**src/hw/rtl/tsc_pkg.sv**
```systemverilog
`timescale 1ns / 1ps
// shared types and constants for the table stream cipher
// no dependencies
package tsc_pkg;

   localparam int KeyBytes   = 32;
   localparam int NonceBytes = 8;
   localparam int TableDepth = 256;
   localparam int KeyWords   = 4;
   localparam int KeyIdxW    = (KeyBytes > 1) ? $clog2(KeyBytes) : 1;
   localparam int NonceIdxW  = (NonceBytes > 1) ? $clog2(NonceBytes) : 1;
   localparam int AddrW      = $clog2(TableDepth);
   localparam int CsrAddrW   = 3;

   localparam logic [AddrW-1:0] KeyLast    = AddrW'(KeyBytes - 1);
   localparam logic [AddrW-1:0] NonceLast  = AddrW'(NonceBytes - 1);
   localparam logic [AddrW-1:0] SpreadLast = AddrW'(TableDepth - KeyBytes - 1);
   localparam logic [AddrW-1:0] FullLast   = AddrW'(TableDepth - 1);
   localparam logic [AddrW-1:0] HalfKey    = AddrW'(KeyBytes / 2);
   localparam logic [AddrW-1:0] KeyOffset  = AddrW'(KeyBytes);
   localparam logic [KeyIdxW-1:0] FoldIdxLast = KeyIdxW'(KeyBytes - 1);

   localparam logic [CsrAddrW-1:0] CsrKey0  = 3'd0;
   localparam logic [CsrAddrW-1:0] CsrKey1  = 3'd1;
   localparam logic [CsrAddrW-1:0] CsrKey2  = 3'd2;
   localparam logic [CsrAddrW-1:0] CsrKey3  = 3'd3;
   localparam logic [CsrAddrW-1:0] CsrNonce = 3'd4;

   localparam logic CmdRekey = 1'b0;
   localparam logic CmdData  = 1'b1;

   typedef struct packed {
      logic go;
      logic rekey;
   } cmd_type;

   typedef struct packed {
      logic       valid;
      logic [7:0] data;
   } res_type;

endpackage

```
**src/hw/rtl/tsc_ram.sv**
```systemverilog
`timescale 1ns / 1ps
// generic single-write, single-read ram with registered read data
// no dependencies
module tsc_ram #(
   parameter int Width = 8,
   parameter int Depth = 256
) (
   input  logic                     clock,
   input  logic                     we,
   input  logic [$clog2(Depth)-1:0] waddr,
   input  logic [Width-1:0]         wdata,
   input  logic [$clog2(Depth)-1:0] raddr,
   output logic [Width-1:0]         rdata
);

   logic [Width-1:0] mem [Depth];
   logic [Width-1:0] rdata_ff;

   always_ff @(posedge clock) begin
      if (we) begin
         mem[waddr] <= wdata;
      end
      rdata_ff <= mem[raddr];
   end

   assign rdata = rdata_ff;

endmodule

```
**src/hw/rtl/tsc_engine.sv**
```systemverilog
`timescale 1ns / 1ps
// key schedule and data sequencer around the table ram
// depends on tsc_pkg and tsc_ram
module tsc_engine (
   input  logic                        clock,
   input  logic                        reset,
   input  tsc_pkg::cmd_type            cmd,
   input  logic [7:0]                  din,
   input  logic [8*tsc_pkg::KeyWords*8-1:0] key_bits,
   input  logic [63:0]                 nonce_bits,
   output logic                        busy,
   output tsc_pkg::res_type            res
);

   typedef enum logic [3:0] {
      ST_IDLE = 4'b0001,
      ST_RDA  = 4'b0010,
      ST_RDB  = 4'b0100,
      ST_EXEC = 4'b1000
   } state_type;

   typedef enum logic [2:0] {
      P_KEY, P_FOLD1, P_NONCE, P_FOLD2, P_SPREAD, P_MIX, P_DATA
   } pass_type;

   localparam int AW = tsc_pkg::AddrW;

   state_type state_ff, state_in;
   pass_type  pass_ff, pass_in;
   logic [AW-1:0] c_ff, c_in;
   logic [tsc_pkg::KeyIdxW-1:0] fidx_ff, fidx_in;
   logic [7:0] mix_ff, mix_in;
   logic [AW-1:0] pos_ff, pos_in;
   logic [7:0] ta_ff, ta_in;
   logic [7:0] din_ff, din_in;
   logic [AW-1:0] rd_addr_ff;
   logic [tsc_pkg::TableDepth-1:0] valid_ff, valid_in;

   logic [AW-1:0] addr_a, addr_b, raddr, waddr, last_c, cterm;
   logic [7:0] rdata, rd_masked, extra, t, mix_new;
   logic use_b, add_mix, we, last_step;

   tsc_ram #(.Width(8), .Depth(tsc_pkg::TableDepth)) u_ram (
      .clock (clock),
      .we    (we),
      .waddr (waddr),
      .wdata (t),
      .raddr (raddr),
      .rdata (rdata)
   );

   assign rd_masked = valid_ff[rd_addr_ff] ? rdata : 8'd0;

   // per-pass addressing and operand selection
   always_comb begin
      addr_a  = c_ff;
      addr_b  = c_ff;
      waddr   = c_ff;
      extra   = 8'd0;
      use_b   = 1'b0;
      add_mix = 1'b0;
      cterm   = '0;
      last_c  = tsc_pkg::FullLast;
      case (pass_ff)
         P_KEY: begin
            extra  = key_bits[8*c_ff[tsc_pkg::KeyIdxW-1:0] +: 8];
            last_c = tsc_pkg::KeyLast;
         end
         P_NONCE: begin
            extra  = nonce_bits[8*c_ff[tsc_pkg::NonceIdxW-1:0] +: 8];
            last_c = tsc_pkg::NonceLast;
         end
         P_FOLD1, P_FOLD2: begin
            addr_a  = AW'(fidx_ff);
            waddr   = AW'(fidx_ff);
            add_mix = 1'b1;
            cterm   = c_ff;
         end
         P_SPREAD: begin
            addr_b  = (c_ff == tsc_pkg::SpreadLast) ? '0 : c_ff + 1'b1;
            waddr   = c_ff + tsc_pkg::KeyOffset;
            use_b   = 1'b1;
            add_mix = 1'b1;
            cterm   = c_ff;
            last_c  = tsc_pkg::SpreadLast;
         end
         P_MIX: begin
            addr_b  = c_ff + tsc_pkg::HalfKey;
            use_b   = 1'b1;
            add_mix = 1'b1;
            cterm   = c_ff;
         end
         P_DATA: begin
            addr_a  = pos_ff;
            addr_b  = pos_ff + 1'b1;
            waddr   = pos_ff;
            use_b   = 1'b1;
            add_mix = 1'b1;
            cterm   = pos_ff;
         end
         default: ;
      endcase
   end

   assign raddr = (state_ff == ST_RDB) ? addr_b : addr_a;
   assign t = ta_ff + (use_b ? rd_masked : 8'd0) + (add_mix ? mix_ff : 8'd0) + extra;
   assign mix_new = mix_ff + ((pass_ff == P_SPREAD) ? ta_ff : t) + cterm;
   assign we = (state_ff == ST_EXEC);
   assign last_step = (c_ff == last_c);

   always_comb begin
      state_in  = state_ff;
      pass_in   = pass_ff;
      c_in      = c_ff;
      fidx_in   = fidx_ff;
      mix_in    = mix_ff;
      pos_in    = pos_ff;
      ta_in     = ta_ff;
      din_in    = din_ff;
      valid_in  = valid_ff;
      res.valid = 1'b0;
      res.data  = din_ff ^ ((mix_new + t) ^ t);
      case (state_ff)
         ST_IDLE: begin
            if (cmd.go) begin
               state_in = ST_RDA;
               din_in   = din;
               c_in     = '0;
               fidx_in  = '0;
               if (cmd.rekey) begin
                  pass_in  = P_KEY;
                  valid_in = '0;
                  mix_in   = 8'd0;
                  pos_in   = '0;
               end else begin
                  pass_in = P_DATA;
               end
            end
         end
         ST_RDA: state_in = ST_RDB;
         ST_RDB: begin
            ta_in    = rd_masked;
            state_in = ST_EXEC;
         end
         ST_EXEC: begin
            valid_in[waddr] = 1'b1;
            mix_in   = mix_new;
            state_in = ST_RDA;
            c_in     = c_ff + 1'b1;
            fidx_in  = (fidx_ff == tsc_pkg::FoldIdxLast) ? '0 : fidx_ff + 1'b1;
            if (pass_ff == P_DATA) begin
               res.valid = 1'b1;
               pos_in    = pos_ff + 1'b1;
               state_in  = ST_IDLE;
            end else if (last_step) begin
               c_in    = '0;
               fidx_in = '0;
               case (pass_ff)
                  P_KEY:    pass_in = P_FOLD1;
                  P_FOLD1:  pass_in = P_NONCE;
                  P_NONCE:  pass_in = P_FOLD2;
                  P_FOLD2:  pass_in = P_SPREAD;
                  P_SPREAD: pass_in = P_MIX;
                  default:  state_in = ST_IDLE;
               endcase
            end
         end
         default: state_in = ST_IDLE;
      endcase
   end

   always_ff @(posedge clock) begin
      if (reset) begin
         state_ff <= ST_IDLE;
         pass_ff  <= P_DATA;
         c_ff     <= '0;
         fidx_ff  <= '0;
         mix_ff   <= 8'd0;
         pos_ff   <= '0;
         valid_ff <= '0;
      end else begin
         state_ff <= state_in;
         pass_ff  <= pass_in;
         c_ff     <= c_in;
         fidx_ff  <= fidx_in;
         mix_ff   <= mix_in;
         pos_ff   <= pos_in;
         valid_ff <= valid_in;
      end
      ta_ff      <= ta_in;
      din_ff     <= din_in;
      rd_addr_ff <= raddr;
   end

   assign busy = (state_ff != ST_IDLE);

endmodule

```
**src/hw/rtl/table_stream_cipher_256_top.sv**
```systemverilog
`timescale 1ns / 1ps
// top level: stream channels, key and nonce registers, result register
// depends on tsc_pkg and tsc_engine
//
// channel  direction  content
// req_     in         tdata = data_in[7:0], tuser = cmd
// rsp_     out        tdata = data_out[7:0]
// csr_     in         we, addr[2:0], wdata[63:0]
//
// a data transaction runs through the engine states RDA, RDB and EXEC: two table reads
// through the single ram read port, then the add and write-back; the result is loaded
// into the output register at the end of EXEC, and the engine then returns to idle.
// a rekey steps the same three states through the key, fold, nonce, fold, spread
// and mix passes; table clearing on reset and rekey is immediate.
// reset is synchronous; the next request is taken only once the engine is idle
// and the result register is free or being drained.
module table_stream_cipher_256_top (
   input  logic        clock,
   input  logic        reset,
   input  logic        req_tvalid,
   output logic        req_tready,
   input  logic [7:0]  req_tdata,   // data_in[7:0]
   input  logic        req_tuser,   // cmd
   output logic        rsp_tvalid,
   input  logic        rsp_tready,
   output logic [7:0]  rsp_tdata,   // data_out[7:0]
   input  logic        csr_we,
   input  logic [tsc_pkg::CsrAddrW-1:0] csr_addr,
   input  logic [63:0] csr_wdata
);

   logic [63:0] key0_ff, key1_ff, key2_ff, key3_ff, nonce_ff;
   logic        rsp_valid_ff, rsp_valid_in;
   logic [7:0]  rsp_data_ff, rsp_data_in;
   logic        busy;
   tsc_pkg::cmd_type cmd;
   tsc_pkg::res_type res;

   assign req_tready = !busy && (!rsp_valid_ff || rsp_tready);
   assign cmd.go     = req_tvalid && req_tready;
   assign cmd.rekey  = (req_tuser == tsc_pkg::CmdRekey);

   tsc_engine u_engine (
      .clock      (clock),
      .reset      (reset),
      .cmd        (cmd),
      .din        (req_tdata),
      .key_bits   ({key3_ff, key2_ff, key1_ff, key0_ff}),
      .nonce_bits (nonce_ff),
      .busy       (busy),
      .res        (res)
   );

   always_comb begin
      rsp_valid_in = rsp_valid_ff;
      rsp_data_in  = rsp_data_ff;
      if (res.valid) begin
         rsp_valid_in = 1'b1;
         rsp_data_in  = res.data;
      end else if (rsp_tready) begin
         rsp_valid_in = 1'b0;
      end
   end

   always_ff @(posedge clock) begin
      if (reset) begin
         key0_ff      <= '0;
         key1_ff      <= '0;
         key2_ff      <= '0;
         key3_ff      <= '0;
         nonce_ff     <= '0;
         rsp_valid_ff <= 1'b0;
      end else begin
         rsp_valid_ff <= rsp_valid_in;
         if (csr_we) begin
            case (csr_addr)
               tsc_pkg::CsrKey0:  key0_ff  <= csr_wdata;
               tsc_pkg::CsrKey1:  key1_ff  <= csr_wdata;
               tsc_pkg::CsrKey2:  key2_ff  <= csr_wdata;
               tsc_pkg::CsrKey3:  key3_ff  <= csr_wdata;
               tsc_pkg::CsrNonce: nonce_ff <= csr_wdata;
               default: ;
            endcase
         end
      end
      rsp_data_ff <= rsp_data_in;
   end

   assign rsp_tvalid = rsp_valid_ff;
   assign rsp_tdata  = rsp_data_ff;

endmodule

```
**config.mk**
```make
export PLATFORM = sky130hd
export DESIGN_NAME = table_stream_cipher_256_top
export DESIGN_NICKNAME = d
export VERILOG_FILES = /design/src/hw/rtl/tsc_pkg.sv /design/src/hw/rtl/tsc_ram.sv /design/src/hw/rtl/tsc_engine.sv /design/src/hw/rtl/table_stream_cipher_256_top.sv
export SDC_FILE = /design/constraint.sdc
export NUM_CORES = 2
export LEC_CHECK = 0
export BUFFER_PORTS_ARGS = -buffer_cell sky130_fd_sc_hd__buf_2
export CELL_PAD_IN_SITES_DETAIL_PLACEMENT = 0
export CELL_PAD_IN_SITES_GLOBAL_PLACEMENT = 1
export CORE_MARGIN = 1.5
export CORE_UTILIZATION = 30
export CTS_CLUSTER_SIZE = 40
export DETAILED_ROUTE_END_ITERATION = 10
export PLACE_DENSITY_LB_ADDON = 0.08
export SYNTH_ARGS = -nofsm -noshare
export SYNTH_HDL_FRONTEND = slang
export SYNTH_SLANG_ARGS = --single-unit
```
**constraint.sdc**
```tcl
create_clock -name clock -period 21.8 [get_ports clock]
set_input_delay 3.27 -clock clock [delete_from_list [all_inputs] [get_ports clock]]
set_output_delay 3.27 -clock clock [all_outputs]
set_load 0.03 [all_outputs]
```
Word level (Yosys, flattened, before mapping)

Memories as Yosys holds them, arrays and structs flattened. A register that Yosys moved wholly into a read port is not among the register bits.
Cells that the tools add are included.

Add/subtract/negate cells: 11
Order comparisons: 3
Eq/ne operators: 24
Shift operators: 2
Mux-type cells: 52
Bitwise gates (word level): 3
Reductions and logical operators: 25

Operator list:

| cell                | number |
|---|---|
| $mux 256            | 2 |
| $pmux 256 s2        | 1 |
| $or 256x256->256    | 1 |
| $shiftx 256x9->8    | 1 |
| $mux 8              | 12 |
| $pmux 8 s2          | 6 |
| $pmux 8 s3          | 3 |
| $shiftx 64x7->8     | 1 |
| $add 8x8->8         | 6 |
| $mux 5              | 4 |
| $lt 8x9->1 const B  | 2 |
| $add 8x1->8 const B | 2 |
| $pmux 4 s4          | 1 |
| $xor 8x8->8         | 2 |
| $pmux 3 s5          | 1 |
| $reduce_and 2->1    | 7 |
| $eq 3x2->1 const B  | 4 |
| $eq 3x3->1 const B  | 4 |
| $mux 3              | 4 |
| $mux 4              | 3 |
| $mux 1              | 10 |
| $pmux 5 s2          | 1 |
| $reduce_or 5->1     | 2 |
| $add 8x5->8 const B | 1 |
| other kinds (30)    | 39 |

Bits in registers: 645
Bits in writable memories: 2,048
Input bits: 81
Output and inout port bits: 10
Logic and storage cells: 138
Memories kept: 1

Memories:

| name               | words | bits a word | rd ports | clocked after memory_dff | write ports | RTL line      | RTL |
|---|---|---|---|---|---|---|---|
| u_engine.u_ram.mem | 256   | 8           | 1        | 1                        | 1           | tsc_ram.sv:16 | `logic [Width-1:0] mem [Depth];` |

Depth between registers and ports, before layout

Depth after elaboration: 13
Depth in mapped cells: 36

Modules after synthesis

From an unflattened synthesis, not the netlist that was laid out.

Cell total of the unflattened synthesis: 6,776
Area total of the unflattened synthesis: 110,025.5 sq um

By module, submodules not included:

| module                      | times used | cells each | area an instance (sq um) | seq. area each (sq um) |
|---|---|---|---|---|
| tsc_ram                     | 1          | 3,733      | 79,556.3                 | 61,659.1 |
| tsc_engine                  | 1          | 1,920      | 17,720.7                 | 6,486.2 |
| table_stream_cipher_256_top | 1          | 1,123      | 12,748.5                 | 6,666.4 |

Least setup slack after synthesis

OpenSTA, ideal clock, no wires.

Path kind: reg2reg
Start: register u_engine.c_ff[0]
End: register rsp_data_ff[7] (netlist: rsp_tdata[7]) (data pin)
Library setup time: 0.268 ns
Arrival time: 15.341 ns
Setup slack: 6.191 ns
Cell stages (with the launch flop): 29
Buffers on the path: 4
Period minus slack after synthesis: 15.609 ns
Path through: dfxtp_1 > buf_2 > buf_2 > buf_2 > buf_1 > mux4_2 > mux4_2 > nand2_1 > a311oi_1 > fa_1 > inv_1 > fa_1 > inv_1 > ha_1 > inv_1 > fa_1 > xnor2_1 > mux2i_1 > fa_1 > inv_1 > ha_1 > xor2_1 > ha_1 > a21o_1 > a21oi_1 > o21bai_1 > a21oi_1 > xnor2_1 > xnor3_1

RTL lines:

| element                | RTL line                          | RTL |
|---|---|---|
| from (decl)            | tsc_engine.sv:30                  | `logic [AW-1:0] c_ff, c_in;` |
| from (signal assigned) | tsc_engine.sv:184                 | `c_ff <= c_in;` |
| to (signal assigned)   | table_stream_cipher_256_top.sv:86 | `rsp_data_ff <= rsp_data_in;` |
| to (decl)              | table_stream_cipher_256_top.sv:34 | `logic [7:0] rsp_data_ff, rsp_data_in;` |

Worst setup path in the final report

Start: register u_engine.rd_addr_ff[0]
End: memory u_engine.u_ram.mem[227][7] (data pin)

Cells in the longest elaborated chain, start to end: 7

Ends and longest elaborated chain:

| element                      | RTL line          | RTL |
|---|---|---|
| from (decl)                  | tsc_engine.sv:36  | `logic [AW-1:0] rd_addr_ff;` |
| from (signal assigned)       | tsc_engine.sv:192 | `rd_addr_ff <= raddr;` |
| $bmux 1 s8                   | tsc_engine.sv:52  | `assign rd_masked = valid_ff[rd_addr_ff] ? rdata : 8'd0;` |
| $mux 1 (not written as such) | tsc_engine.sv:52  |  |
| $mux 8                       | tsc_engine.sv:52  |  |
| $mux 8                       | tsc_engine.sv:106 | `assign t = ta_ff + (use_b ? rd_masked : 8'd0) + (add_mix ? mix_ff : 8'd0) + extra;` |
| $add 8x8->8 (3 in a row)     | tsc_engine.sv:106 |  |
| via u_engine.t[7]            | tsc_engine.sv:40  | `logic [7:0] rdata, rd_masked, extra, t, mix_new;` |
| to (decl)                    | tsc_ram.sv:16     |  |

The timed path passes the listed nets, and every way through them passes these cells. The select of a mux whose other input is x is not followed.

==> impl_metrics.json <==
{
  "cts.sinks": 2701,
  "clkTransAtPathRegs_ns": 0.05,
  "synth_seq_area_share": 0.667,
  "synth.area.mux_share": 0.0565,
  "synth_area_leaders": "edfxtp_1 56%, dfxtp_1 11%, nand2_1 6.8%, a21oi_1 4.1%, mux4_2 2.9%",
  "area.growth.synth_to_final_pct": 13.6,
  "end_kind": "register",
  "clkLatencyLatePin_ns": 0.93,
  "synthAdderAreaFrac": 0.00712,
  "row_count": 224,
  "die_h_um": 614,
  "drtAntennaViolNets": 0,
  "synth_most_common_cell": "edfxtp_1",
  "cts.repair.resized": 0,
  "fin_nets": 9304,
  "dpl_cell_area_um2": 117000,
  "worst_hold_slack_ns": 0.450,
  "tightestPinTransition_ns": 1.23,
  "grt_overflow": 0,
  "fin_util": 0.342,
  "fp.dieW_um": 614,
  "final-hold-violation-count": 0,
  "postCtsSetupBuffers": 0,
  "syn-cell-area_um2": 112000,
  "drc": 0,
  "grt_max_degree": 168,
  "cts_buffers": 324,
  "dr_total_vias": 74100,
  "drt_iter0_markers": 6199,
  "layout-drive-gt1-share": 0.103,
  "groute.usage.overall": 0.200,
  "clockBufferDepth": 4,
  "syn_nets": 9423,
  "dp_cells": 13800,
  "fin_crit_sh": 0.451,
  "p_leak_uw": 0.0418,
  "setup_violations": 0,
  "place.gp.congestion": 0.784,
  "cpMaxStageDelayCell": "buf_4",
  "cts_tree": "built",
  "seq_power_share": 0.468,
  "synth_top_cell_by_area": "edfxtp_1",
  "cts_root_buf": "clkbuf_16",
  "pwr-share-clk": 0.426,
  "syn-instance-count": 9292,
  "status": "complete, no violations",
  "cts_htree_levels": 5,
  "wl_per_cell_um": 27.0,
  "path_delay_family": "buffers and inverters",
  "fmax_mhz": 102,
  "path_buf_inv": 7,
  "vias_per_cell": 5.15,
  "relSlewSlack": 0.176,
  "synthSimpleGateAreaFrac": 0.130,
  "critPathLaunch": "u_engine.rd_addr_ff[0]$_DFF_P_",
  "ir_drop_mv": 0.0667,
  "fin_skew_ns": 0.0362,
  "yosys_warnings": 0,
  "port_buffers": 90,
  "p_per_area_nw_per_um2": 97.4,
  "synth.top_cell.area_share": 0.555,
  "arrival_ns": 10.37,
  "intPower_uw": 9160,
  "sw_frac_of_total": 0.262,
  "syn_avg_cell_area_um2": 12.1,
  "worstSetupPathType": "register to register",
  "design.core.area_um2": 372000,
  "combPwrFrac": 0.106,
  "p_sw_uw": 3250,
  "grt_pass1_wl_um": 557000,
  "report.final.slew_viol_count": 0,
  "maxCapViolations": 0,
  "final_cell_count_no_fill": 14400,
  "finalSetupTns_ns": 0,
  "synth_ff_type": "edfxtp_1",
  "hpwl_um": 227000,
  "critPathMaxStageDelay_ns": 0.89,
  "cp-start-kind": "register",
  "num_io_pins": 91,
  "synth_cell_types": 98,
  "rsz0062_at_grt": "false",
  "firstDrtPassIters": 6,
  "period_minus_slack_ns": 9.83,
  "synth_compound_area_frac": 0.103,
  "synthXorXnorAreaFrac": 0.00340,
  "crit_fanout": 167,
  "grt_antenna_before_repair": 36,
  "design_area_um2": 127000,
  "min_path_type": "register to register",
  "crit_required_ns": 22.34,
  "wl_um": 388000,
  "synthArstFlopShare": 0,
  "dieArea_um2": 377000,
  "cts_hold_buf": 0,
  "r2r_start": "u_engine.rd_addr_ff[0]$_DFF_P_",
  "synth_edf_count": 2072,
  "synth_top_family_by_area": "simple AND/OR/NAND/NOR gates",
  "grt_pass1_vias": 73600,
  "synth_seq_cells": 2701,
  "start_util": 0.301,
  "synthTopCellsByCount": "2072 x edfxtp_1, 2024 x nand2_1, 923 x a21oi_1, 647 x nor2_1, 629 x dfxtp_1",
  "hold_start": "key3_ff[37]$_SDFFE_PP0P_"
}
sequential cells by signal (all words and copies together), names as in the netlist:
register / count
u_engine.rd_addr_ff: 8
u_engine.c_ff: 8
u_engine.state_ff: 4
u_engine.pos_ff: 8
key0_ff: 64
u_engine.valid_ff: 256
u_engine.u_ram.rdata: 8
nonce_ff: 64
u_engine.u_ram.mem: 2048
rsp_tdata: 8
key1_ff: 64
u_engine.pass_ff: 3
u_engine.din_ff: 8
u_engine.mix_ff: 8
key3_ff: 64
key2_ff: 64
rsp_tvalid: 1
u_engine.ta_ff: 8
u_engine.fidx_ff: 5
logic make-up (layout without fill, tap and decap cells):
logic type / after synthesis / in the layout
xor gates and xnor gates: 42 / 42
adders and majority gates: 50 / 50
buffers and inverters: 785 / 918
and+or+nand+nor: 3446 / 3446
DFF: 2701 / 2701
muxes: 440 / 440
other: 0 / 5
AOI/OAI and AO/OA: 1828 / 1828
power groups by stage:
stage	sequential (uW)	combinational (uW)	clock, uW
final	5800	1320	5280
after CTS	5800	1360	5420
after floorplan	5970	767	0
after global placement	5910	1350	0
after detailed placement	5910	1350	0
after global routing	5800	1430	5600
cell type report:
type	count	area (um^2)
antenna	5	12.5
clock buffer	446	9060
clock inverter	132	1140
fill	36900	245000
inverter	90	393
multi-input combinational	5806	33900
sequential	2701	74800
tap	4972	6220
timing repair buffer	250	1800
worst paths after layout:
kind | end | slack, ns | cells past startpoint
max | u_engine.u_ram.mem[227][7]$_DFFE_PP_ | 11.97 | 27
min | key3_ff[37]$_SDFFE_PP0P_ | 0.45 | 2
max reg2reg | u_engine.u_ram.mem[227][7]$_DFFE_PP_ | 11.97 | 27
min reg2reg | key3_ff[37]$_SDFFE_PP0P_ | 0.45 | 2
metal layers:
| layer | wire length, um | GRT usage | up-vias |
|---|---|---|---|
| met5 | 140 | 0 | - |
| met4 | 10000 | 0.0519 | 22 |
| met3 | 17200 | 0.0235 | 505 |
| met2 | 186000 | 0.334 | 1690 |
| met1 | 175000 | 0.277 | 38000 |
| li1 | - | - | 33900 |
metrics by stage:
stage	setup slack (ns)	total power [uW]
final	11.97	12400
after CTS	11.88	12600
after global placement	11.93	7260
after floorplan	6.19	6740
after global routing	11.28	12800
after detailed placement	11.94	7260
cell usage in the layout (no fill, tap or decap), drive strengths merged, types with 12 or more instances in the layout:
cell | netlist | final
mux2i | 262 | 262
and2 | 15 | 15
a311oi | 164 | 164
mux2 | 29 | 29
clkinv | 3 | 111
or3 | 29 | 29
nor2b | 16 | 16
inv | 87 | 93
or2 | 12 | 12
mux4 | 149 | 149
nand2b | 13 | 13
bufinv | 0 | 16
nor2 | 647 | 647
o31ai | 12 | 12
a21oi | 924 | 924
o21ai | 104 | 104
ha | 27 | 27
o22ai | 40 | 40
and3 | 291 | 291
a22oi | 31 | 31
xnor2 | 32 | 32
nand3 | 278 | 278
a211oi | 222 | 222
fa | 23 | 23
o2111ai | 45 | 45
a21o | 31 | 31
clkbuf | 353 | 446
nand2 | 2026 | 2026
buf | 342 | 250
o32ai | 29 | 29
nor3 | 68 | 68
o221ai | 16 | 16
a31oi | 84 | 84
edfxtp | 2072 | 2072
dfxtp | 629 | 629
o211ai | 37 | 37
worst min-delay path: stages, from the launching register on:
cell,delay (ns)
dfxtp_1,0.30
nand2_1,0.05
a21oi_1,0.05
Power figures use the tool's default switching activity.
